File: src/sv/ufsi_pkg.sv
// shared widths, sizes, queue command and back-end state type for the
// first-seen indexer; no dependencies
package ufsi_pkg;

  localparam int unsigned TABLE_DEPTH = 32;
  localparam int unsigned VALUE_W     = 32;
  localparam int unsigned COUNT_W     = 32;
  localparam int unsigned SLOT_W      = 5;
  localparam int unsigned FILL_W      = $clog2(TABLE_DEPTH + 1);
  localparam int unsigned Q_DEPTH     = 2;
  localparam int unsigned Q_PTR_W     = $clog2(Q_DEPTH);

  localparam logic [COUNT_W-1:0] COUNT_MAX = {COUNT_W{1'b1}};

  localparam logic KIND_INDEX = 1'b0;
  localparam logic KIND_ENTRY = 1'b1;

  typedef struct packed {
    logic [SLOT_W-1:0] slot;
    logic              inc;
    logic              ovf;
    logic              last;
    logic [FILL_W-1:0] fill;
  } ufsi_cmd_t;

  typedef enum logic {
    ST_RUN,
    ST_DRAIN
  } ufsi_state_e;

endpackage

File: src/sv/ufsi_in_if.sv
// input channel: one data element per request
// depends on ufsi_pkg
interface ufsi_in_if;
  logic                        valid;
  logic                        ready;
  logic [ufsi_pkg::VALUE_W-1:0] value;
  logic                        last;

  modport source (output valid, output value, output last, input ready);
  modport sink (input valid, input value, input last, output ready);
endinterface

File: src/sv/ufsi_out_if.sv
// output channel: index results and drain entries
// depends on ufsi_pkg
interface ufsi_out_if;
  logic                         valid;
  logic                         ready;
  logic                         kind;
  logic [ufsi_pkg::SLOT_W-1:0]  slot;
  logic [ufsi_pkg::VALUE_W-1:0] unique_value;
  logic [ufsi_pkg::COUNT_W-1:0] entry_count;
  logic                         overflow;
  logic                         run_end;

  modport source (output valid, output kind, output slot, output unique_value,
                  output entry_count, output overflow, output run_end, input ready);
  modport sink (input valid, input kind, input slot, input unique_value,
                input entry_count, input overflow, input run_end, output ready);
endinterface

File: src/sv/ufsi_front.sv
// front end: parallel lookup in the value table, insert of new values,
// command push to the queue; depends on ufsi_pkg and ufsi_in_if
module ufsi_front (
  input  logic                          clk_i,
  input  logic                          rst_ni,
  ufsi_in_if.sink                       in_i,
  input  logic                          q_full_i,
  output logic                          q_push_o,
  output ufsi_pkg::ufsi_cmd_t           q_cmd_o,
  input  logic                          drain_done_i,
  input  logic [ufsi_pkg::SLOT_W-1:0]   rd_idx_i,
  output logic [ufsi_pkg::VALUE_W-1:0]  rd_value_o
);

  logic [ufsi_pkg::VALUE_W-1:0]     table_q [ufsi_pkg::TABLE_DEPTH];
  logic [ufsi_pkg::FILL_W-1:0]      fill_q, fill_d;
  logic                             hold_q, hold_d;
  logic [ufsi_pkg::TABLE_DEPTH-1:0] hit;
  logic [ufsi_pkg::SLOT_W-1:0]      hit_slot;
  logic                             found, full, insert, accept;

  always_comb begin
    hit_slot = '0;
    for (int i = 0; i < ufsi_pkg::TABLE_DEPTH; i++) begin
      hit[i] = (ufsi_pkg::FILL_W'(i) < fill_q) && (table_q[i] == in_i.value);
      hit_slot = hit_slot | (hit[i] ? ufsi_pkg::SLOT_W'(i) : '0);
    end
  end

  assign found      = |hit;
  assign full       = (fill_q == ufsi_pkg::FILL_W'(ufsi_pkg::TABLE_DEPTH));
  assign in_i.ready = !q_full_i && !hold_q;
  assign accept     = in_i.valid && in_i.ready;
  assign insert     = accept && !found && !full;
  assign q_push_o   = accept;
  assign rd_value_o = table_q[rd_idx_i];

  always_comb begin
    q_cmd_o.ovf  = !found && full;
    q_cmd_o.inc  = !q_cmd_o.ovf;
    q_cmd_o.last = in_i.last;
    q_cmd_o.slot = found ? hit_slot : (full ? '0 : fill_q[ufsi_pkg::SLOT_W-1:0]);
    q_cmd_o.fill = (!found && !full) ? fill_q + 1'b1 : fill_q;
    fill_d = fill_q;
    hold_d = hold_q;
    if (drain_done_i) begin
      hold_d = 1'b0;
    end
    if (accept) begin
      fill_d = in_i.last ? '0 : q_cmd_o.fill;
      hold_d = in_i.last;
    end
  end

  always_ff @(posedge clk_i or negedge rst_ni) begin
    if (!rst_ni) begin
      fill_q <= '0;
      hold_q <= 1'b0;
    end else begin
      fill_q <= fill_d;
      hold_q <= hold_d;
    end
  end

  always_ff @(posedge clk_i) begin
    for (int i = 0; i < ufsi_pkg::TABLE_DEPTH; i++) begin
      if (insert && (fill_q == ufsi_pkg::FILL_W'(i))) begin
        table_q[i] <= in_i.value;
      end
    end
  end

  a_fill_bound: assert property (@(posedge clk_i) disable iff (!rst_ni)
    fill_q <= ufsi_pkg::FILL_W'(ufsi_pkg::TABLE_DEPTH))
    else $error("fill level beyond table depth");

  a_hold_after_last: assert property (@(posedge clk_i) disable iff (!rst_ni)
    (accept && in_i.last) |=> !in_i.ready)
    else $error("request taken while drain pending");

endmodule

File: src/sv/ufsi_cmd_fifo.sv
// short command queue between front and back ends
// depends on ufsi_pkg
module ufsi_cmd_fifo (
  input  logic                clk_i,
  input  logic                rst_ni,
  input  logic                push_i,
  input  ufsi_pkg::ufsi_cmd_t cmd_i,
  input  logic                pop_i,
  output ufsi_pkg::ufsi_cmd_t cmd_o,
  output logic                full_o,
  output logic                empty_o
);

  ufsi_pkg::ufsi_cmd_t          mem_q [ufsi_pkg::Q_DEPTH];
  logic [ufsi_pkg::Q_PTR_W-1:0] wr_q, rd_q;
  logic [ufsi_pkg::Q_PTR_W:0]   cnt_q;

  assign full_o  = (cnt_q == (ufsi_pkg::Q_PTR_W + 1)'(ufsi_pkg::Q_DEPTH));
  assign empty_o = (cnt_q == '0);
  assign cmd_o   = mem_q[rd_q];

  always_ff @(posedge clk_i or negedge rst_ni) begin
    if (!rst_ni) begin
      wr_q  <= '0;
      rd_q  <= '0;
      cnt_q <= '0;
    end else begin
      if (push_i) begin
        wr_q <= wr_q + 1'b1;
      end
      if (pop_i) begin
        rd_q <= rd_q + 1'b1;
      end
      if (push_i && !pop_i) begin
        cnt_q <= cnt_q + 1'b1;
      end else if (pop_i && !push_i) begin
        cnt_q <= cnt_q - 1'b1;
      end
    end
  end

  always_ff @(posedge clk_i) begin
    if (push_i) begin
      mem_q[wr_q] <= cmd_i;
    end
  end

  a_no_overrun: assert property (@(posedge clk_i) disable iff (!rst_ni)
    (push_i && !pop_i) |-> !full_o)
    else $error("command queue overrun");

endmodule

File: src/sv/ufsi_back.sv
// back end: occurrence counters, result register and drain sequencer
// depends on ufsi_pkg and ufsi_out_if
module ufsi_back (
  input  logic                          clk_i,
  input  logic                          rst_ni,
  input  logic                          cfg_we_i,
  input  logic                          cfg_wdata_i,
  input  logic                          q_empty_i,
  input  ufsi_pkg::ufsi_cmd_t           q_cmd_i,
  output logic                          q_pop_o,
  output logic                          drain_done_o,
  output logic [ufsi_pkg::SLOT_W-1:0]   rd_idx_o,
  input  logic [ufsi_pkg::VALUE_W-1:0]  rd_value_i,
  ufsi_out_if.source                    out_o
);

  ufsi_pkg::ufsi_state_e        state_q, state_d;
  logic [ufsi_pkg::COUNT_W-1:0] cnt_q [ufsi_pkg::TABLE_DEPTH];
  logic [ufsi_pkg::SLOT_W-1:0]  idx_q, idx_d;
  logic [ufsi_pkg::FILL_W-1:0]  dfill_q, dfill_d;
  logic                         cen_q;
  logic                         vld_q, vld_d;
  logic                         kind_q, kind_d;
  logic [ufsi_pkg::SLOT_W-1:0]  slot_q, slot_d;
  logic [ufsi_pkg::VALUE_W-1:0] uval_q, uval_d;
  logic [ufsi_pkg::COUNT_W-1:0] ecnt_q, ecnt_d;
  logic                         ovf_q, ovf_d;
  logic                         end_q, end_d;
  logic                         load_ok, inc, clr, drain_last;

  assign load_ok    = !vld_q || out_o.ready;
  assign rd_idx_o   = idx_q;
  assign drain_last = ({1'b0, idx_q} + 1'b1) == dfill_q;

  always_comb begin
    state_d      = state_q;
    idx_d        = idx_q;
    dfill_d      = dfill_q;
    q_pop_o      = 1'b0;
    inc          = 1'b0;
    clr          = 1'b0;
    drain_done_o = 1'b0;
    kind_d       = kind_q;
    slot_d       = slot_q;
    uval_d       = uval_q;
    ecnt_d       = ecnt_q;
    ovf_d        = ovf_q;
    end_d        = end_q;
    vld_d        = out_o.ready ? 1'b0 : vld_q;
    unique case (state_q)
      ufsi_pkg::ST_RUN: begin
        if (!q_empty_i && load_ok) begin
          q_pop_o = 1'b1;
          inc     = q_cmd_i.inc;
          vld_d   = 1'b1;
          kind_d  = ufsi_pkg::KIND_INDEX;
          slot_d  = q_cmd_i.slot;
          uval_d  = '0;
          ecnt_d  = '0;
          ovf_d   = q_cmd_i.ovf;
          end_d   = !q_cmd_i.last;
          if (q_cmd_i.last) begin
            state_d = ufsi_pkg::ST_DRAIN;
            idx_d   = '0;
            dfill_d = q_cmd_i.fill;
          end
        end
      end
      ufsi_pkg::ST_DRAIN: begin
        if (load_ok) begin
          vld_d  = 1'b1;
          kind_d = ufsi_pkg::KIND_ENTRY;
          slot_d = idx_q;
          uval_d = rd_value_i;
          ecnt_d = cen_q ? cnt_q[idx_q] : '0;
          ovf_d  = 1'b0;
          end_d  = drain_last;
          if (drain_last) begin
            clr          = 1'b1;
            drain_done_o = 1'b1;
            state_d      = ufsi_pkg::ST_RUN;
          end else begin
            idx_d = idx_q + 1'b1;
          end
        end
      end
      default: state_d = ufsi_pkg::ST_RUN;
    endcase
  end

  always_ff @(posedge clk_i or negedge rst_ni) begin
    if (!rst_ni) begin
      state_q <= ufsi_pkg::ST_RUN;
      idx_q   <= '0;
      dfill_q <= '0;
      vld_q   <= 1'b0;
      cen_q   <= 1'b1;
    end else begin
      state_q <= state_d;
      idx_q   <= idx_d;
      dfill_q <= dfill_d;
      vld_q   <= vld_d;
      if (cfg_we_i) begin
        cen_q <= cfg_wdata_i;
      end
    end
  end

  always_ff @(posedge clk_i or negedge rst_ni) begin
    if (!rst_ni) begin
      for (int i = 0; i < ufsi_pkg::TABLE_DEPTH; i++) begin
        cnt_q[i] <= '0;
      end
    end else begin
      for (int i = 0; i < ufsi_pkg::TABLE_DEPTH; i++) begin
        if (clr) begin
          cnt_q[i] <= '0;
        end else if (inc && (q_cmd_i.slot == ufsi_pkg::SLOT_W'(i)) &&
                     (cnt_q[i] != ufsi_pkg::COUNT_MAX)) begin
          cnt_q[i] <= cnt_q[i] + 1'b1;
        end
      end
    end
  end

  always_ff @(posedge clk_i) begin
    kind_q <= kind_d;
    slot_q <= slot_d;
    uval_q <= uval_d;
    ecnt_q <= ecnt_d;
    ovf_q  <= ovf_d;
    end_q  <= end_d;
  end

  assign out_o.valid        = vld_q;
  assign out_o.kind         = kind_q;
  assign out_o.slot         = slot_q;
  assign out_o.unique_value = uval_q;
  assign out_o.entry_count  = ecnt_q;
  assign out_o.overflow     = ovf_q;
  assign out_o.run_end      = end_q;

  a_drain_in_range: assert property (@(posedge clk_i) disable iff (!rst_ni)
    (state_q == ufsi_pkg::ST_DRAIN) |-> ({1'b0, idx_q} < dfill_q))
    else $error("drain index past fill level");

  a_counts_cleared: assert property (@(posedge clk_i) disable iff (!rst_ni)
    drain_done_o |=> (cnt_q[0] == '0) && (state_q == ufsi_pkg::ST_RUN))
    else $error("counts not cleared after drain");

endmodule

File: src/sv/unique_first_seen_indexer.sv
// an accepted element's result passes the command queue and then the result register
// throughput: 1 element per cycle (combinational parallel lookup) unless the queue is
// full or a drain is pending; a last element adds one drain result per stored value
// (1 to 32); the front end takes no new element until the last drain result is loaded
// reset: table empty, all counts zero, queue empty, counts_enable = 1; no clearing pass
module unique_first_seen_indexer (
  input  logic       clk_i,
  input  logic       rst_ni,
  input  logic       cfg_we_i,
  input  logic       cfg_wdata_i,
  ufsi_in_if.sink    in_i,
  ufsi_out_if.source out_o
);

  ufsi_pkg::ufsi_cmd_t          push_cmd, pop_cmd;
  logic                         push, pop, q_full, q_empty, drain_done;
  logic [ufsi_pkg::SLOT_W-1:0]  rd_idx;
  logic [ufsi_pkg::VALUE_W-1:0] rd_value;

  ufsi_front u_front (
    .clk_i        (clk_i),
    .rst_ni       (rst_ni),
    .in_i         (in_i),
    .q_full_i     (q_full),
    .q_push_o     (push),
    .q_cmd_o      (push_cmd),
    .drain_done_i (drain_done),
    .rd_idx_i     (rd_idx),
    .rd_value_o   (rd_value)
  );

  ufsi_cmd_fifo u_fifo (
    .clk_i   (clk_i),
    .rst_ni  (rst_ni),
    .push_i  (push),
    .cmd_i   (push_cmd),
    .pop_i   (pop),
    .cmd_o   (pop_cmd),
    .full_o  (q_full),
    .empty_o (q_empty)
  );

  ufsi_back u_back (
    .clk_i        (clk_i),
    .rst_ni       (rst_ni),
    .cfg_we_i     (cfg_we_i),
    .cfg_wdata_i  (cfg_wdata_i),
    .q_empty_i    (q_empty),
    .q_cmd_i      (pop_cmd),
    .q_pop_o      (pop),
    .drain_done_o (drain_done),
    .rd_idx_o     (rd_idx),
    .rd_value_i   (rd_value),
    .out_o        (out_o)
  );

endmodule
File: src/flat_wrapper.sv
// flat-port wrapper written by rule: the top's interface ports become plain ports
module unique_first_seen_indexer_flat 
  (clk_i, rst_ni, cfg_we_i, cfg_wdata_i, in_i_valid, in_i_value, in_i_last, in_i_ready, out_o_valid, out_o_kind, out_o_slot, out_o_unique_value, out_o_entry_count, out_o_overflow, out_o_run_end, out_o_ready);
  ufsi_in_if in_i_i ();
  ufsi_out_if out_o_i ();
  input  logic clk_i;
  input  logic rst_ni;
  input  logic cfg_we_i;
  input  logic cfg_wdata_i;
  input wire logic [$bits(in_i_i.valid)-1:0] in_i_valid;
  input wire logic [$bits(in_i_i.value)-1:0] in_i_value;
  input wire logic [$bits(in_i_i.last)-1:0] in_i_last;
  output wire logic [$bits(in_i_i.ready)-1:0] in_i_ready;
  output wire logic [$bits(out_o_i.valid)-1:0] out_o_valid;
  output wire logic [$bits(out_o_i.kind)-1:0] out_o_kind;
  output wire logic [$bits(out_o_i.slot)-1:0] out_o_slot;
  output wire logic [$bits(out_o_i.unique_value)-1:0] out_o_unique_value;
  output wire logic [$bits(out_o_i.entry_count)-1:0] out_o_entry_count;
  output wire logic [$bits(out_o_i.overflow)-1:0] out_o_overflow;
  output wire logic [$bits(out_o_i.run_end)-1:0] out_o_run_end;
  input wire logic [$bits(out_o_i.ready)-1:0] out_o_ready;
  assign in_i_i.valid = in_i_valid;
  assign in_i_i.value = in_i_value;
  assign in_i_i.last = in_i_last;
  assign in_i_ready = in_i_i.ready;
  assign out_o_valid = out_o_i.valid;
  assign out_o_kind = out_o_i.kind;
  assign out_o_slot = out_o_i.slot;
  assign out_o_unique_value = out_o_i.unique_value;
  assign out_o_entry_count = out_o_i.entry_count;
  assign out_o_overflow = out_o_i.overflow;
  assign out_o_run_end = out_o_i.run_end;
  assign out_o_i.ready = out_o_ready;
  unique_first_seen_indexer u_core (.clk_i(clk_i), .rst_ni(rst_ni), .cfg_we_i(cfg_we_i), .cfg_wdata_i(cfg_wdata_i), .in_i(in_i_i), .out_o(out_o_i));
endmodule
File: config.mk
export PLATFORM = sky130hd
export DESIGN_NAME = unique_first_seen_indexer_flat
export DESIGN_NICKNAME = d
export VERILOG_FILES = /design/src/sv/ufsi_pkg.sv /design/src/sv/ufsi_in_if.sv /design/src/sv/ufsi_out_if.sv /design/src/sv/ufsi_front.sv /design/src/sv/ufsi_cmd_fifo.sv /design/src/sv/ufsi_back.sv /design/src/sv/unique_first_seen_indexer.sv /design/src/flat_wrapper.sv
export SDC_FILE = /design/constraint.sdc
export NUM_CORES = 2
export LEC_CHECK = 0
export BUFFER_PORTS_ARGS = -buffer_cell sky130_fd_sc_hd__buf_2
export CORE_UTILIZATION = 60
export DETAILED_ROUTE_END_ITERATION = 10
export PLACE_DENSITY = 0.78
export SYNTH_ARGS = -nofsm -noshare
export SYNTH_HDL_FRONTEND = slang
export SYNTH_HIERARCHICAL = 1
export SYNTH_SLANG_ARGS = --single-unit
File: constraint.sdc
create_clock -name clk_i -period 16 [get_ports clk_i]
set_input_delay 1.6 -clock clk_i [delete_from_list [all_inputs] [get_ports clk_i]]
set_output_delay 1.6 -clock clk_i [all_outputs]
set_load 0.02 [all_outputs]
# == Yosys cells after proc, flatten, opt, wreduce, memory -nomap -nowiden ==
# Memory sizes are Yosys's and may differ from the RTL's.
# Cells that the tools add are included.
# totals
mem_bits_rw,1052
memories,2
out_inout_bits,74
register_bits,1121
elab_cells,811
in_bits,39
# mem_list
name,depth,width,rd,rd_ports_with_merged_regs,write_ports,line_no,text
u_core.u_front.table_q,32,32,33,0,1,ufsi_front.sv:15,logic [ufsi_pkg::VALUE_W-1:0] table_q [ufsi_pkg::TABLE_DEPTH];
u_core.u_fifo.mem_q,2,14,1,0,1,ufsi_cmd_fifo.sv:14,ufsi_pkg::ufsi_cmd_t mem_q [ufsi_pkg::Q_DEPTH];
# op_classes
n_reduce_logical,220
n_mux,304
add_sub_neg,39
n_bitwise,32
order_cmp,33
n_eq_ne,133
# ops
operator,count
$mux 32,101
$add 32x1->32 const B,32
$eq 32x32->1,32
$ne 32x32->1 const B,32
$reduce_or 32->1,32
$mux 5,55
$bmux 32 s5,1
$logic_and 1x1->1,137
$pmux 32 s2,2
$mux 1,120
$eq 6x5->1 const B,16
$lt 5x6->1 const A,16
$eq 5x5->1 const B,16
$or 5x5->5,15
$reduce_bool 2->1,34
$eq 6x4->1 const B,8
$lt 4x6->1 const A,8
$eq 5x4->1 const B,8
$mux 4,8
$or 4x4->4,7
$eq 6x3->1 const B,4
$lt 3x6->1 const A,4
$eq 5x3->1 const B,4
$pmux 5 s2,2
other kinds (38),67

# == Logic depth before layout (Yosys ltp) ==
# An unclocked memory read counts as a cell.
# logic_depth
depth_word,42
ltp_mapped,14
ltp_nobuf,11

# == By module ==
# Netlist, hierarchy kept.
# modules_own_cells
module,area_per_inst_um2,cells_each,instances,seq_area_each_um2
ufsi_back,65562.9,6658,1,28138.2
ufsi_front,52992.1,3359,1,30924.7
ufsi_cmd_fifo,1249.9,60,1,940.9

# == Least setup slack after synthesis ==
# OpenSTA, ideal clock, no wires.
# synth_timing
kind,input to register
startpoint,input in_i_value[23]
endpoint,"memory u_core/u_front/table_q[15][0] in the netlist's numbering, enable pin"
cell_stages,13
t_arrival_ps,6985
setup_time_ps,502
path_buffers,4
t_required_ps,15498
path_slack_ps,8514
path_cell_list,buf_2 > buf_2 > buf_2 > xnor2_1 > nand4_1 > nor3_1 > nand4_1 > nand4_1 > nor4_2 > nand2_2 > or3_1 > buf_4 > nor4_1
# synth_between
elab_chain_len,41
word_cells_on_any_way,257
cone_classes,eq/ne: 32; mux: 126; reduce/logical: 99
# synth_lines
item,line_no,text
start: declaration,flat_wrapper.sv:11,input wire logic [$bits(in_i_i.value)-1:0] in_i_value;
$eq 32x32->1,ufsi_front.sv:25,hit[i] = (ufsi_pkg::FILL_W'(i) < fill_q) && (table_q[i] == in_i.value);
$logic_and 1x1->1,ufsi_front.sv:25,
$reduce_or 32->1 *,ufsi_front.sv:30,assign found = |hit;
$logic_not 1->1 *,ufsi_front.sv:34,assign insert = accept && !found && !full;
$logic_and 1x1->1 * (2 in a row),ufsi_front.sv:34,
$logic_and 1x1->1,ufsi_front.sv:67,if (insert && (fill_q == ufsi_pkg::FILL_W'(i))) begin
$mux 1,ufsi_front.sv:67,
$mux 1 (not written as such),ufsi_front.sv:68,table_q[i] <= in_i.value;
$reduce_or 32->1 (no source line),n/a,
$mux 5 (no source line) or $mux 1 (tied branches) (31 in a row),n/a,
end: declaration,ufsi_front.sv:15,
# Mark *: on every way between the ends. The rest lies on a longest branch, timed or not.

# == Worst setup path in the final report ==
# layout_timing
startpoint,input in_i_value[26]
endpoint,"memory u_core/u_front/table_q[25][16] in the netlist's numbering, enable pin"
# Same word-level chain as after synthesis.

==> qor.yml <==
global_routing:
  grt_pass1_vias: 86349
  grt_usage: 0.395
  grt_pass1_wl_um: 589000
  grt_max_degree: 176
  grt_overflow: 0
  antenna_found_initial: 51
synth:
  ys_ff_latch: 2173
  synthFlopType: "edfxtp_1"
  ys_top_cells_by_count: "edfxtp_1 (1124), dfrtp_1 (1048), xnor2_1 (973), nor2_1 (925), xor2_1 (740)"
  ys_seq_area_frac: 0.501
  yosys_warnings: 6
  synthTopCellsByArea: "edfxtp_1 (28%), dfrtp_1 (22%), mux4_2 (12%)"
  synth.top_cell.area_share: 0.282
  syn-instance-count: 10077
  synth_enable_flop_cells: 1124
  synth_cell_types: 94
  netlist_area_mm2: 0.120
  yosysMostFrequentCell: "edfxtp_1"
  avgSynthCellArea_um2: 11.9
  synth_nets: 10154
  synthArstFlopShare: 0.483
  yosys.area.top_type: "edfxtp_1"
worst_setup_path:
  endpoint_kind: "register"
  r2r-end: "u_core/u_back/cnt_q[345]"
  crit_required_ns: 16.53
  critical_path.top_delay_family: "simple AND/OR/NAND/NOR gates"
  crit_slowest_cell: "or3_2"
  reg2reg_depth: 10
  startpoint: "in_i_value[26]"
  timing.rr.start: "u_core/u_back/rd_idx_o[0]"
  slowest_delay_ns: 0.84
  rrSetupSlack_ns: 9.77
  worstPathCellList: "buf_4 > buf_4 > xor2_1 > nor4_1 > nand4_1 > or4_1 > o2111ai_1 > nor4_2 > nand2_2 > or3_2 > buf_4 > nor3_2 > buf_4"
  cpMostUsedCell: "buf_4"
  setup.worst_path.start_class: "primary input"
  path_max_fanout: 36
  path_class: "in -> reg"
  worstPathArrival_ns: 7.01
  critical_path_buf_inv_count: 4
placed_design:
  routabilityCongestion: 1.07
  place_inst: 12421
  port_buffers: 112
  dp_hpwl_um: 284000
worst_hold_path:
  whs_endpoint: "u_core/u_fifo/wr_q"
  min_path_cells: 1
  min_from: "u_core/u_fifo/wr_q"
  hold_class: "reg -> reg"
sta:
  max_slew_margin: 0.120
  hold_violations: 0
  tns_ns: 0
  fin_crit_sh: 0.405
  tightest_slew_ns: 1.31
  rsz0062_at_grt: "no"
  slew_violations: 0
  max_freq_mhz: 155
  setup_viol: 0
  period_needed_ns: 6.47
  skew_ns: 0.0410
route:
  drt_iter0_drc: 14885
  drcViolationCount: 0
  routed_via_density: 7.12
  wl_per_cell_um: 31.3
  routed_wl_um: 402000
  ant_nets: 0
  vias: 91618
  first_pass_iters: 9
floorplanning:
  die_width_um: 449
  die-area_mm2: 0.201
  num_io_pins: 113
  start_util: 0.606
  rows: 163
  die_y_um: 449
  coreArea_mm2: 0.198
clock_network:
  numCtsBuffers: 226
  clockRootBuffer: "clkbuf_16"
  cts.path.max_buffers: 3
  clk_latency_ns: 0.91
  cts_setup_buffers: 0
  htreeDepth: 4
  clk_pin_slew_ns: 0.06
  numClockSinks: 2173
  cts_resized: 0
  postCtsHoldBufs: 0
  cts_tree: "yes"
layout:
  areaGrowthSynthToFinish_pct: 9.30
  drive_gt1_frac: 0.143
  final_nets: 10086
  nFillCells: 14362
  final_cells: 12872
power:
  p_per_area_mw_per_mm2: 123
  p_leak_nw: 47.4
  peakVddDrop_uv: 196
job:
  drv_cap: 0
run_status:
  status: "finished clean"
## cells by family after synthesis
family | synth area share
muxes | 0.128
and+or+nand+nor | 0.175
xor gates and xnor gates | 0.125
AOI/OAI and AO/OA | 0.0411
buffers and inverters | 0.0255
DFF | 0.501
adders and majority gates | 0.00397
## state kept, by name, summed over array words and instances, names as in the netlist, 2 cells and up
name	count
u_core/u_back/cnt_q	1024
u_core/u_back/dfill_q	6
u_core/u_back/out_o.entry_count	32
u_core/u_back/out_o.slot	5
u_core/u_back/out_o.unique_value	32
u_core/u_back/rd_idx_o	5
u_core/u_fifo/cnt_q	2
u_core/u_fifo/mem_q	28
u_core/u_front/fill_q	6
u_core/u_front/table_q	1024
## cell type report
class                           count  area, um^2  share of cell area
Tap cell                         2640        3300              0.0252
Timing Repair Buffer              270        1910              0.0146
Clock buffer                      291        6150              0.0470
Antenna cell                       22        55.1            0.000420
Inverter                          172         653             0.00499
Sequential cell                  2173       60000               0.458
Clock inverter                    138        1790              0.0137
Multi-Input combinational cell   7166       57100               0.436
## worst max-delay path by stage
stage / endpoint / slack [ns] / depth (start not counted)
detailed placement: u_core/u_front/table_q[25][16] / 8.83 / 13
CTS: u_core/u_front/table_q[25][16] / 9.75 / 13
global placement: u_core/u_front/table_q[25][7] / 8.99 / 13
finish: u_core/u_front/table_q[25][16] / 9.53 / 13
global route: u_core/u_back/out_o.unique_value[17] / 9.47 / 7
floorplan: u_core/u_front/table_q[15][0] / 8.51 / 13
## layout by cell type (no fill, tap or decap), types with 79 or more instances in the layout
cell	instances
nand4_1	562
dfrtp_1	1042
edfxtp_1	1124
xnor2_1	973
nor4_1	238
xor2_1	740
buf_4	184
nor2_1	918
or3_1	195
clkbuf_16	229
nand2_1	450
nor3_1	328
and3_1	192
a21oi_1	200
nand3_1	493
buf_2	79
inv_1	169
o21ai_0	252
mux4_2	640
and4_1	113
## layer usage
layer	wire, um	GRT usage	up-vias
li1	-	-	37759
met1	142000	0.513	45632
met2	180000	0.593	6792
met3	47700	0.0986	1383
met4	32400	0.259	52
met5	348	0	-
## where the power goes
group	leakage [nW]	switching, mW	internal, mW
Combinational	18.8	2.59	1.54
Clock	3.87	2.36	3.31
Sequential	24.7	0.248	6.12
## stage by stage
| stage | power [mW] | instance area [um^2] | hold slack [ns] | util | worst slack (ns) |
|---|---|---|---|---|---|
| floorplan | 8.92 | 120000 | 0.447 | - | 8.51 |
| detailed placement | 10.5 | 123000 | 0.491 | 0.621 | 8.83 |
| global placement | 10.4 | 123000 | 0.472 | 0.621 | 8.99 |
| CTS | 16.1 | 131000 | 0.499 | 0.662 | 9.75 |
| global route | 16.5 | 131000 | 0.507 | 0.662 | 9.47 |
| finish | 16.2 | 131000 | 0.506 | 0.662 | 9.53 |
No activity file was read; power rests on OpenSTA's default activity.
